File: src/hw/rtl/mwos_pkg.sv
package mwos_pkg;

  localparam logic [1:0] OP_PUSH = 2'd0;
  localparam logic [1:0] OP_POP  = 2'd1;
  localparam logic [1:0] OP_PEEK = 2'd2;

  localparam logic [1:0] SZ_BYTE = 2'd0;
  localparam logic [1:0] SZ_HALF = 2'd1;
  localparam logic [1:0] SZ_WORD = 2'd2;

  localparam logic [1:0] ST_OK        = 2'd0;
  localparam logic [1:0] ST_OVERFLOW  = 2'd1;
  localparam logic [1:0] ST_UNDERFLOW = 2'd2;

  localparam logic [7:0] BYTE_MASK = 8'hFF;

  typedef struct packed {
    logic [1:0]         func;
    logic [1:0]         size_code;
    logic signed [31:0] push_value;
  } in_t;

  typedef struct packed {
    logic signed [31:0] read_value;
    logic [1:0]         status;
  } out_t;

  typedef struct packed {
    logic load;
    logic check;
    logic wr;
    logic rd;
    logic capt;
    logic finish;
  } cmd_t;

  typedef struct packed {
    logic do_push;
    logic do_read;
    logic last;
  } sts_t;

endpackage

File: src/hw/rtl/mwos_ctrl.sv
module mwos_ctrl (
  input  logic            clk_i,
  input  logic            rst_ni,
  input  logic            in_valid_i,
  output logic            in_ready_o,
  output logic            out_valid_o,
  input  logic            out_ready_i,
  input  mwos_pkg::sts_t  sts_i,
  output mwos_pkg::cmd_t  cmd_o
);

  localparam logic [2:0] S_IDLE  = 3'd0;
  localparam logic [2:0] S_CHECK = 3'd1;
  localparam logic [2:0] S_WRITE = 3'd2;
  localparam logic [2:0] S_READ  = 3'd3;
  localparam logic [2:0] S_CAPT  = 3'd4;
  localparam logic [2:0] S_DONE  = 3'd5;

  logic [2:0] state_q, state_d;
  logic       out_valid_q, out_valid_d;
  logic       out_free;

  assign out_free    = !out_valid_q || out_ready_i;
  assign in_ready_o  = (state_q == S_IDLE);
  assign out_valid_o = out_valid_q;

  always_comb begin
    state_d = state_q;
    cmd_o   = '0;
    unique case (state_q)
      S_IDLE: begin
        if (in_valid_i) begin
          cmd_o.load = 1'b1;
          state_d    = S_CHECK;
        end
      end
      S_CHECK: begin
        cmd_o.check = 1'b1;
        if (sts_i.do_push) begin
          state_d = S_WRITE;
        end else if (sts_i.do_read) begin
          state_d = S_READ;
        end else begin
          state_d = S_DONE;
        end
      end
      S_WRITE: begin
        cmd_o.wr = 1'b1;
        if (sts_i.last) begin
          state_d = S_DONE;
        end
      end
      S_READ: begin
        cmd_o.rd = 1'b1;
        state_d  = S_CAPT;
      end
      S_CAPT: begin
        cmd_o.capt = 1'b1;
        state_d    = sts_i.last ? S_DONE : S_READ;
      end
      S_DONE: begin
        if (out_free) begin
          cmd_o.finish = 1'b1;
          state_d      = S_IDLE;
        end
      end
      default: begin
        state_d = S_IDLE;
      end
    endcase
  end

  always_comb begin
    out_valid_d = out_valid_q;
    if (cmd_o.finish) begin
      out_valid_d = 1'b1;
    end else if (out_ready_i) begin
      out_valid_d = 1'b0;
    end
  end

  always_ff @(posedge clk_i or negedge rst_ni) begin
    if (!rst_ni) begin
      state_q     <= S_IDLE;
      out_valid_q <= 1'b0;
    end else begin
      state_q     <= state_d;
      out_valid_q <= out_valid_d;
    end
  end

endmodule

File: src/hw/rtl/mwos_datapath.sv
module mwos_datapath #(
  parameter int STACK_DEPTH_BYTES = 256
) (
  input  logic           clk_i,
  input  logic           rst_ni,
  input  mwos_pkg::in_t  in_i,
  input  mwos_pkg::cmd_t cmd_i,
  output mwos_pkg::sts_t sts_o,
  output mwos_pkg::out_t out_o
);

  localparam int AW = $clog2(STACK_DEPTH_BYTES);
  localparam int PW = $clog2(STACK_DEPTH_BYTES + 1);
  localparam logic [PW:0] DEPTH_L = (PW + 1)'(STACK_DEPTH_BYTES);

  logic [7:0]    mem [STACK_DEPTH_BYTES];

  logic [1:0]    func_q, size_q;
  logic [31:0]   val_q, acc_q;
  logic [1:0]    cnt_q;
  logic [PW-1:0] sp_q;
  logic [1:0]    st_q;
  logic          rdok_q;
  logic [7:0]    rdata_q;
  mwos_pkg::out_t out_q;

  logic [2:0]    nb;
  logic          is_push, is_read, ovf, unf, last;
  logic [AW-1:0] waddr, raddr;
  logic [31:0]   ext;

  always_comb begin
    unique case (size_q)
      mwos_pkg::SZ_BYTE: nb = 3'd1;
      mwos_pkg::SZ_HALF: nb = 3'd2;
      mwos_pkg::SZ_WORD: nb = 3'd4;
      default:           nb = 3'd0;
    endcase
  end

  assign is_push = (nb != 3'd0) && (func_q == mwos_pkg::OP_PUSH);
  assign is_read = (nb != 3'd0) &&
                   ((func_q == mwos_pkg::OP_POP) || (func_q == mwos_pkg::OP_PEEK));
  assign ovf     = ({1'b0, sp_q} + (PW + 1)'(nb)) > DEPTH_L;
  assign unf     = sp_q < PW'(nb);
  assign last    = cnt_q == 2'(nb - 3'd1);

  assign sts_o.do_push = is_push && !ovf;
  assign sts_o.do_read = is_read && !unf;
  assign sts_o.last    = last;

  assign waddr = AW'(sp_q + PW'(cnt_q));
  assign raddr = AW'(sp_q - PW'(cnt_q) - PW'(1));

  always_comb begin
    unique case (size_q)
      mwos_pkg::SZ_BYTE: ext = {{24{acc_q[7]}}, acc_q[7:0]};
      mwos_pkg::SZ_HALF: ext = {{16{acc_q[15]}}, acc_q[15:0]};
      default:           ext = acc_q;
    endcase
  end

  // byte store, one write and one registered read per cycle
  always_ff @(posedge clk_i) begin
    if (cmd_i.wr) begin
      mem[waddr] <= val_q[7:0] & mwos_pkg::BYTE_MASK;
    end
    if (cmd_i.rd) begin
      rdata_q <= mem[raddr];
    end
  end

  always_ff @(posedge clk_i or negedge rst_ni) begin
    if (!rst_ni) begin
      sp_q  <= '0;
      cnt_q <= '0;
    end else begin
      if (cmd_i.check) begin
        cnt_q <= '0;
      end else if (cmd_i.wr || cmd_i.capt) begin
        cnt_q <= cnt_q + 2'd1;
      end
      if (cmd_i.wr && last) begin
        sp_q <= sp_q + PW'(nb);
      end else if (cmd_i.finish && rdok_q && (func_q == mwos_pkg::OP_POP)) begin
        sp_q <= sp_q - PW'(nb);
      end
    end
  end

  always_ff @(posedge clk_i) begin
    if (cmd_i.load) begin
      func_q <= in_i.func;
      size_q <= in_i.size_code;
      val_q  <= in_i.push_value;
    end else if (cmd_i.wr) begin
      val_q <= val_q >> 8;
    end
    if (cmd_i.check) begin
      acc_q  <= '0;
      rdok_q <= is_read && !unf;
      if (is_push && ovf) begin
        st_q <= mwos_pkg::ST_OVERFLOW;
      end else if (is_read && unf) begin
        st_q <= mwos_pkg::ST_UNDERFLOW;
      end else begin
        st_q <= mwos_pkg::ST_OK;
      end
    end else if (cmd_i.capt) begin
      acc_q <= {acc_q[23:0], rdata_q};
    end
    if (cmd_i.finish) begin
      out_q.read_value <= rdok_q ? ext : 32'd0;
      out_q.status     <= st_q;
    end
  end

  assign out_o = out_q;

endmodule

File: src/hw/rtl/multi_width_operand_stack.sv
// push of n bytes: after accept, a check state, then the bytes written one by one in the write state, then done
// pop or peek of n bytes: after accept, a check state, then read and capture states in turn per byte, then done
// failing or ignored request: after accept, a check state, then the done state
// a new request is taken only after the done state issues the result; the stack memory moves one byte at a time
// reset clears the stack pointer and the result flag; memory contents are not cleared
module multi_width_operand_stack #(
  parameter int STACK_DEPTH_BYTES = 256
) (
  input  logic           clk_i,
  input  logic           rst_ni,
  input  logic           in_valid_i,
  output logic           in_ready_o,
  input  mwos_pkg::in_t  in_i,
  output logic           out_valid_o,
  input  logic           out_ready_i,
  output mwos_pkg::out_t out_o
);

  mwos_pkg::cmd_t cmd;
  mwos_pkg::sts_t sts;

  mwos_ctrl u_ctrl (
    .clk_i       (clk_i),
    .rst_ni      (rst_ni),
    .in_valid_i  (in_valid_i),
    .in_ready_o  (in_ready_o),
    .out_valid_o (out_valid_o),
    .out_ready_i (out_ready_i),
    .sts_i       (sts),
    .cmd_o       (cmd)
  );

  mwos_datapath #(
    .STACK_DEPTH_BYTES (STACK_DEPTH_BYTES)
  ) u_datapath (
    .clk_i  (clk_i),
    .rst_ni (rst_ni),
    .in_i   (in_i),
    .cmd_i  (cmd),
    .sts_o  (sts),
    .out_o  (out_o)
  );

  a_busy_after_accept: assert property (@(posedge clk_i) disable iff (!rst_ni)
    in_valid_i && in_ready_o |=> !in_ready_o)
    else $error("input accepted twice in a row");

  a_err_zero: assert property (@(posedge clk_i) disable iff (!rst_ni)
    out_valid_o && (out_o.status != mwos_pkg::ST_OK) |-> out_o.read_value == 32'sd0)
    else $error("failed request returned nonzero word");

  a_one_port_op: assert property (@(posedge clk_i) disable iff (!rst_ni)
    $onehot0({cmd.load, cmd.check, cmd.wr, cmd.rd, cmd.capt, cmd.finish}))
    else $error("more than one datapath command");

  a_no_result_overwrite: assert property (@(posedge clk_i) disable iff (!rst_ni)
    cmd.finish |-> !out_valid_o || out_ready_i)
    else $error("pending result overwritten");

endmodule
File: config.mk
export PLATFORM = sky130hd
export DESIGN_NAME = multi_width_operand_stack
export DESIGN_NICKNAME = d
export VERILOG_FILES = /design/src/hw/rtl/mwos_pkg.sv /design/src/hw/rtl/mwos_ctrl.sv /design/src/hw/rtl/mwos_datapath.sv /design/src/hw/rtl/multi_width_operand_stack.sv
export SDC_FILE = /design/constraint.sdc
export NUM_CORES = 2
export LEC_CHECK = 0
export BUFFER_PORTS_ARGS = -buffer_cell sky130_fd_sc_hd__buf_2
export CAP_MARGIN = 20
export CELL_PAD_IN_SITES_DETAIL_PLACEMENT = 1
export CELL_PAD_IN_SITES_GLOBAL_PLACEMENT = 1
export CORE_ASPECT_RATIO = 2
export CORE_UTILIZATION = 40
export CTS_CLUSTER_DIAMETER = 150
export DETAILED_ROUTE_END_ITERATION = 10
export MAX_ROUTING_LAYER = met4
export PLACE_DENSITY_LB_ADDON = 0.1
export SLEW_MARGIN = 20
export SYNTH_ARGS = -nofsm -noshare
export SYNTH_HDL_FRONTEND = slang
export SYNTH_HIERARCHICAL = 1
export SYNTH_SLANG_ARGS = --single-unit
export TNS_END_PERCENT = 5
File: constraint.sdc
create_clock -name clk_i -period 5.98 [get_ports clk_i]
set_clock_uncertainty 0.2 [all_clocks]
set_input_delay 1.794 -clock clk_i [delete_from_list [all_inputs] [get_ports clk_i]]
set_output_delay 1.794 -clock clk_i [all_outputs]
set_load 0.005 [all_outputs]
==> out/results.txt <==
The count of cells along the worst register-to-register path came out at 10. Summed over all cells, the static leakage comes to 29.8 nW. The top cell type by area accounts for 74.9% of the synthesized area. The tools report the combined area of all synthesized cells as 0.0854 sq mm. The worst setup path is launched from a register.

The tools report the initial antenna violation count as 13. Setup violations remaining at the end of the flow were counted as 0. The count of flip-flops with a built-in enable after synthesis was 2129; the number of nets in the layout was 4515. The power density over the cells is 601 mW/mm^2. The max-slew violation count was 0. Setup repair after global routing left no endpoint under its margin.

The die is 655 microns tall. In this run, the number of DRC markers left after iteration 0 of detailed routing was 3320. The logs give 238 mm for the wire length reported by the detailed router and 12.0% for the remaining max-slew budget at the tightest pin. From left edge to right edge, the die measures 329 microns. The CTS H-tree depth came out at 4. In the final timing run, aggregate negative setup slack is 0 ps. Summed over all layers, the global routing overflow is 0. A synthesized cell averages 20.0 sq um. After floorplanning, the core was divided into 239 placement rows. The first-pass detailed-route iteration total was 8; the number of buffers created by CTS was 203. Sequential cells account for 33.2% of the total power. The run finished, with violations left. During I/O placement, the number of pins put on the boundary was 76.

The fraction of final layout cells sized beyond drive strength 1 came out at 24.7%. The clock network accounts for 22.0% of the total power. Counting every net in the synthesized netlist gives 4320. Net switching is 37.3% of the power. Hold path startpoint: u_datapath/st_q[0]. The final route contains 41582 vias. After layout, the minimum clock period comes to 5250 ps. After detailed routing, the number of vias per cell comes to 5.63. IR analysis of the VDD net gives a maximum drop of 0.541 mV. Once the clock tree was built, the resizer swapped 0 gates to a different size. The first global-routing pass estimated 338 mm of wire.

In this run the worst hold path is classified as reg2reg. Number of setup buffers added after CTS: 0. Once the floorplan was initialized, standard cells occupied 40.3% of the core.

The tool flagged a number of max-cap violations equal to 0. In the final routed layout, each cell accounts on average for 32.2 microns. At the end of routability-driven placement, the weighted congestion stood at 0.814. Sequential cells were found to cover 76.1% of the synthesized design area. TritonCTS built the clock tree. The tools report the worst flop-to-flop path startpoint as u_datapath/cnt_q[0]. Counting flops and latches in the post-synthesis netlist gives 2176.

The logs give 5640 ps for the data arrival time of the critical path and 44.7% for the combinational share of power. Once routing completed, OpenROAD measured the worst setup slack at 727 ps. The worst setup path is of the reg2reg kind. In the synthesized netlist the async set-or-reset flop fraction comes to 0.689%.

The tools report the number of global-route vias before repair as 45071. Clock-pin slew was measured on the worst setup and hold paths at 70 ps. Number of fill cells: 19419. Final hold violation count: 0. The die covers 0.215 sq mm. Most frequently used flop master after synthesis: sky130_fd_sc_hd__edfxtp_1.

The checks that failed: design-rule violations. For the detailed-route DRC error count, the log shows 22. In this run the standard cell core region covers 0.212 sq mm. In this run the critical register-to-register path is captured at u_datapath/rdata_q[6]. Clock tree synthesis selected as its root buffer the cell sky130_fd_sc_hd__clkbuf_16.

Entering global routing, the biggest net connects 202 pins. The remaining number of nets flagged by the antenna check after routing is 0. In the post-synthesis netlist, the biggest area contributors are sky130_fd_sc_hd__edfxtp_1, sky130_fd_sc_hd__mux4_2, sky130_fd_sc_hd__nand2_1, sky130_fd_sc_hd__nor2_1, sky130_fd_sc_hd__dfxtp_1.

After clock tree synthesis, the flow added hold-fix buffers numbering 0. The run gives 860 ps as the clock latency of the later-clocked register in the worst-skew pair. Derived from the worst setup path, the maximum achievable clock frequency is 0.190 GHz. The destination of the worst hold path was u_datapath/out_o[0].

The finished layout holds 7391 standard cells, fillers aside. The area growth from synthesis to layout came out at 12.6%. The cell count after synthesis came out at 4264. Internal power comes to 36.2 mW. In this run the worst path has a maximum fanout of 30. No sink is reached through more buffers than the 4 on the longest clock path. The cell total after placement came out at 7025. Synthesis instantiated 76 different standard cells from the library.

Number of port buffers: 75. Summed over all nets, the switching power comes to 21.5 mW. The biggest area consumer among synthesized cells is sky130_fd_sc_hd__edfxtp_1. The tools report the worst endpoint required time as 6370 ps. For the number of warnings reported in the yosys synthesis log, the log shows 6. Leaving out fill and tap cells, the most frequent cell in the layout is sky130_fd_sc_hd__edfxtp_1. Global routing consumed, over all layers together, 22.9% of the routing resources. The clock sink count was 2176. Setup slack of the most critical reg-to-reg path: 730 ps. In the layout the commonest cells are sky130_fd_sc_hd__edfxtp_1, sky130_fd_sc_hd__mux4_2, sky130_fd_sc_hd__nor2_1, sky130_fd_sc_hd__nand2_1, sky130_fd_sc_hd__clkbuf_16.

At the pin with the least slew margin, the transition time is 1320 ps. The placed wire-length estimate is 153 mm, and the post-route fraction of the period consumed by the critical path is 87.8%. The worst hold path was traced through 0 stages.

The element type at the critical path end was a register. The pre-CTS worst setup slack is 538 ps.
[flip-flops by register name, summed over array words and instances (netlist names)]
name and flops:
u_ctrl/out_valid_o 1, u_ctrl/state_q 3, u_datapath/acc_q 32, u_datapath/cnt_q 2
u_datapath/func_q 2, u_datapath/mem 2048, u_datapath/out_o 34, u_datapath/rdata_q 8
u_datapath/rdok_q 1, u_datapath/size_q 2, u_datapath/sp_q 9, u_datapath/st_q 2
u_datapath/val_q 32
[synth_stat cells (13+ instances only)]
master and n:
sky130_fd_sc_hd__nand4_1 19, sky130_fd_sc_hd__buf_1 23, sky130_fd_sc_hd__buf_2 73, sky130_fd_sc_hd__xor2_1 15
sky130_fd_sc_hd__mux2_2 32, sky130_fd_sc_hd__a21boi_0 24, sky130_fd_sc_hd__mux2i_1 57, sky130_fd_sc_hd__dfxtp_1 32
sky130_fd_sc_hd__clkbuf_1 126, sky130_fd_sc_hd__a22o_1 47, sky130_fd_sc_hd__a21oi_1 121, sky130_fd_sc_hd__inv_1 13
sky130_fd_sc_hd__mux4_2 530, sky130_fd_sc_hd__dfrtp_1 15, sky130_fd_sc_hd__and2_1 24, sky130_fd_sc_hd__edfxtp_1 2129
sky130_fd_sc_hd__nor3_1 13, sky130_fd_sc_hd__o22ai_1 20, sky130_fd_sc_hd__nand3_1 19, sky130_fd_sc_hd__o21ai_0 67
sky130_fd_sc_hd__nand2_1 335, sky130_fd_sc_hd__nor2_1 326, sky130_fd_sc_hd__xnor2_1 13
[cell families after synthesis]
| logic type | Yosys count | share of synthesized area [%] |
|---|---|---|
| xor+xnor | 29 | 0.306 |
| fa+ha+maj | 16 | 0.270 |
| simple gates | 821 | 4.20 |
| flops | 2176 | 76.1 |
| mux | 621 | 15.1 |
| buf+inv | 262 | 1.48 |
| compound gates | 339 | 2.52 |
[worst max-delay path by stage]
| stage | startpoint | depth (start not counted) | to | slack (ps) |
|---|---|---|---|---|
| 3_5_place_dp | u_datapath/cnt_q[0] | 10 | u_datapath/rdata_q[6] | 540 |
| 6_report | u_datapath/cnt_q[0] | 10 | u_datapath/rdata_q[6] | 730 |
| 2_1_floorplan | u_datapath/val_q[0] | 0 | u_datapath/mem[0][0] | 1730 |
| 4_1_cts | u_datapath/cnt_q[0] | 10 | u_datapath/rdata_q[6] | 510 |
| 3_3_place_gp | u_datapath/cnt_q[0] | 10 | u_datapath/rdata_q[6] | 540 |
| 5_1_grt | u_datapath/cnt_q[0] | 10 | u_datapath/rdata_q[6] | 640 |
[worst max-delay path, stage by stage (launching register included)]
cell	delay, ps
sky130_fd_sc_hd__dfrtp_1	450
sky130_fd_sc_hd__inv_1	110
sky130_fd_sc_hd__ha_4	180
sky130_fd_sc_hd__fa_4	500
sky130_fd_sc_hd__xor2_4	660
sky130_fd_sc_hd__buf_4	520
sky130_fd_sc_hd__mux2i_1	370
sky130_fd_sc_hd__o22ai_1	380
sky130_fd_sc_hd__a32oi_1	720
sky130_fd_sc_hd__o211ai_1	390
sky130_fd_sc_hd__a2111o_1	450
[power groups by stage]
stage          sequential (mW)  clock (mW)  combinational [mW]
2_1_floorplan             20.4           0                15.5
3_3_place_gp              19.5           0                26.4
3_5_place_dp              19.5           0                26.5
4_1_cts                   19.2        13.0                26.6
5_1_grt                   19.2        13.4                27.3
6_report                  19.2        12.7                25.8
[per-stage QoR]
stage               utilization (%)  power (mW)  hold slack, ps  instance area, sq um
global placement               42.3        45.9             204                 89700
global route                   45.3        60.0             247                 96100
floorplan                         -        35.9             200                 85400
detailed placement             42.3        46.0             206                 89800
finish                         45.3        57.7             220                 96100
CTS                            45.3        58.8             226                 96100
[per-layer routing]
metal	global-route usage (%)	part of all wire [%]
met4	7.28	3.2
met3	2.10	3.5
met5	-	0
met2	42.7	56
met1	25.5	37
[final cells by class]
class                   count  area (sq um)  area share (%)
flip-flops and latches   2176         64900            67.6
clock buffers             242          5260            5.47
well taps                2771          3470            3.61
multi-input cells        1826         19300            20.1
repair buffers            238          1990            2.08
diodes                     10          25.0          0.0260
clock inverters           114          1050            1.10
inverters                  14          52.6          0.0547
Note: power is estimated with default switching activity, not from simulation.
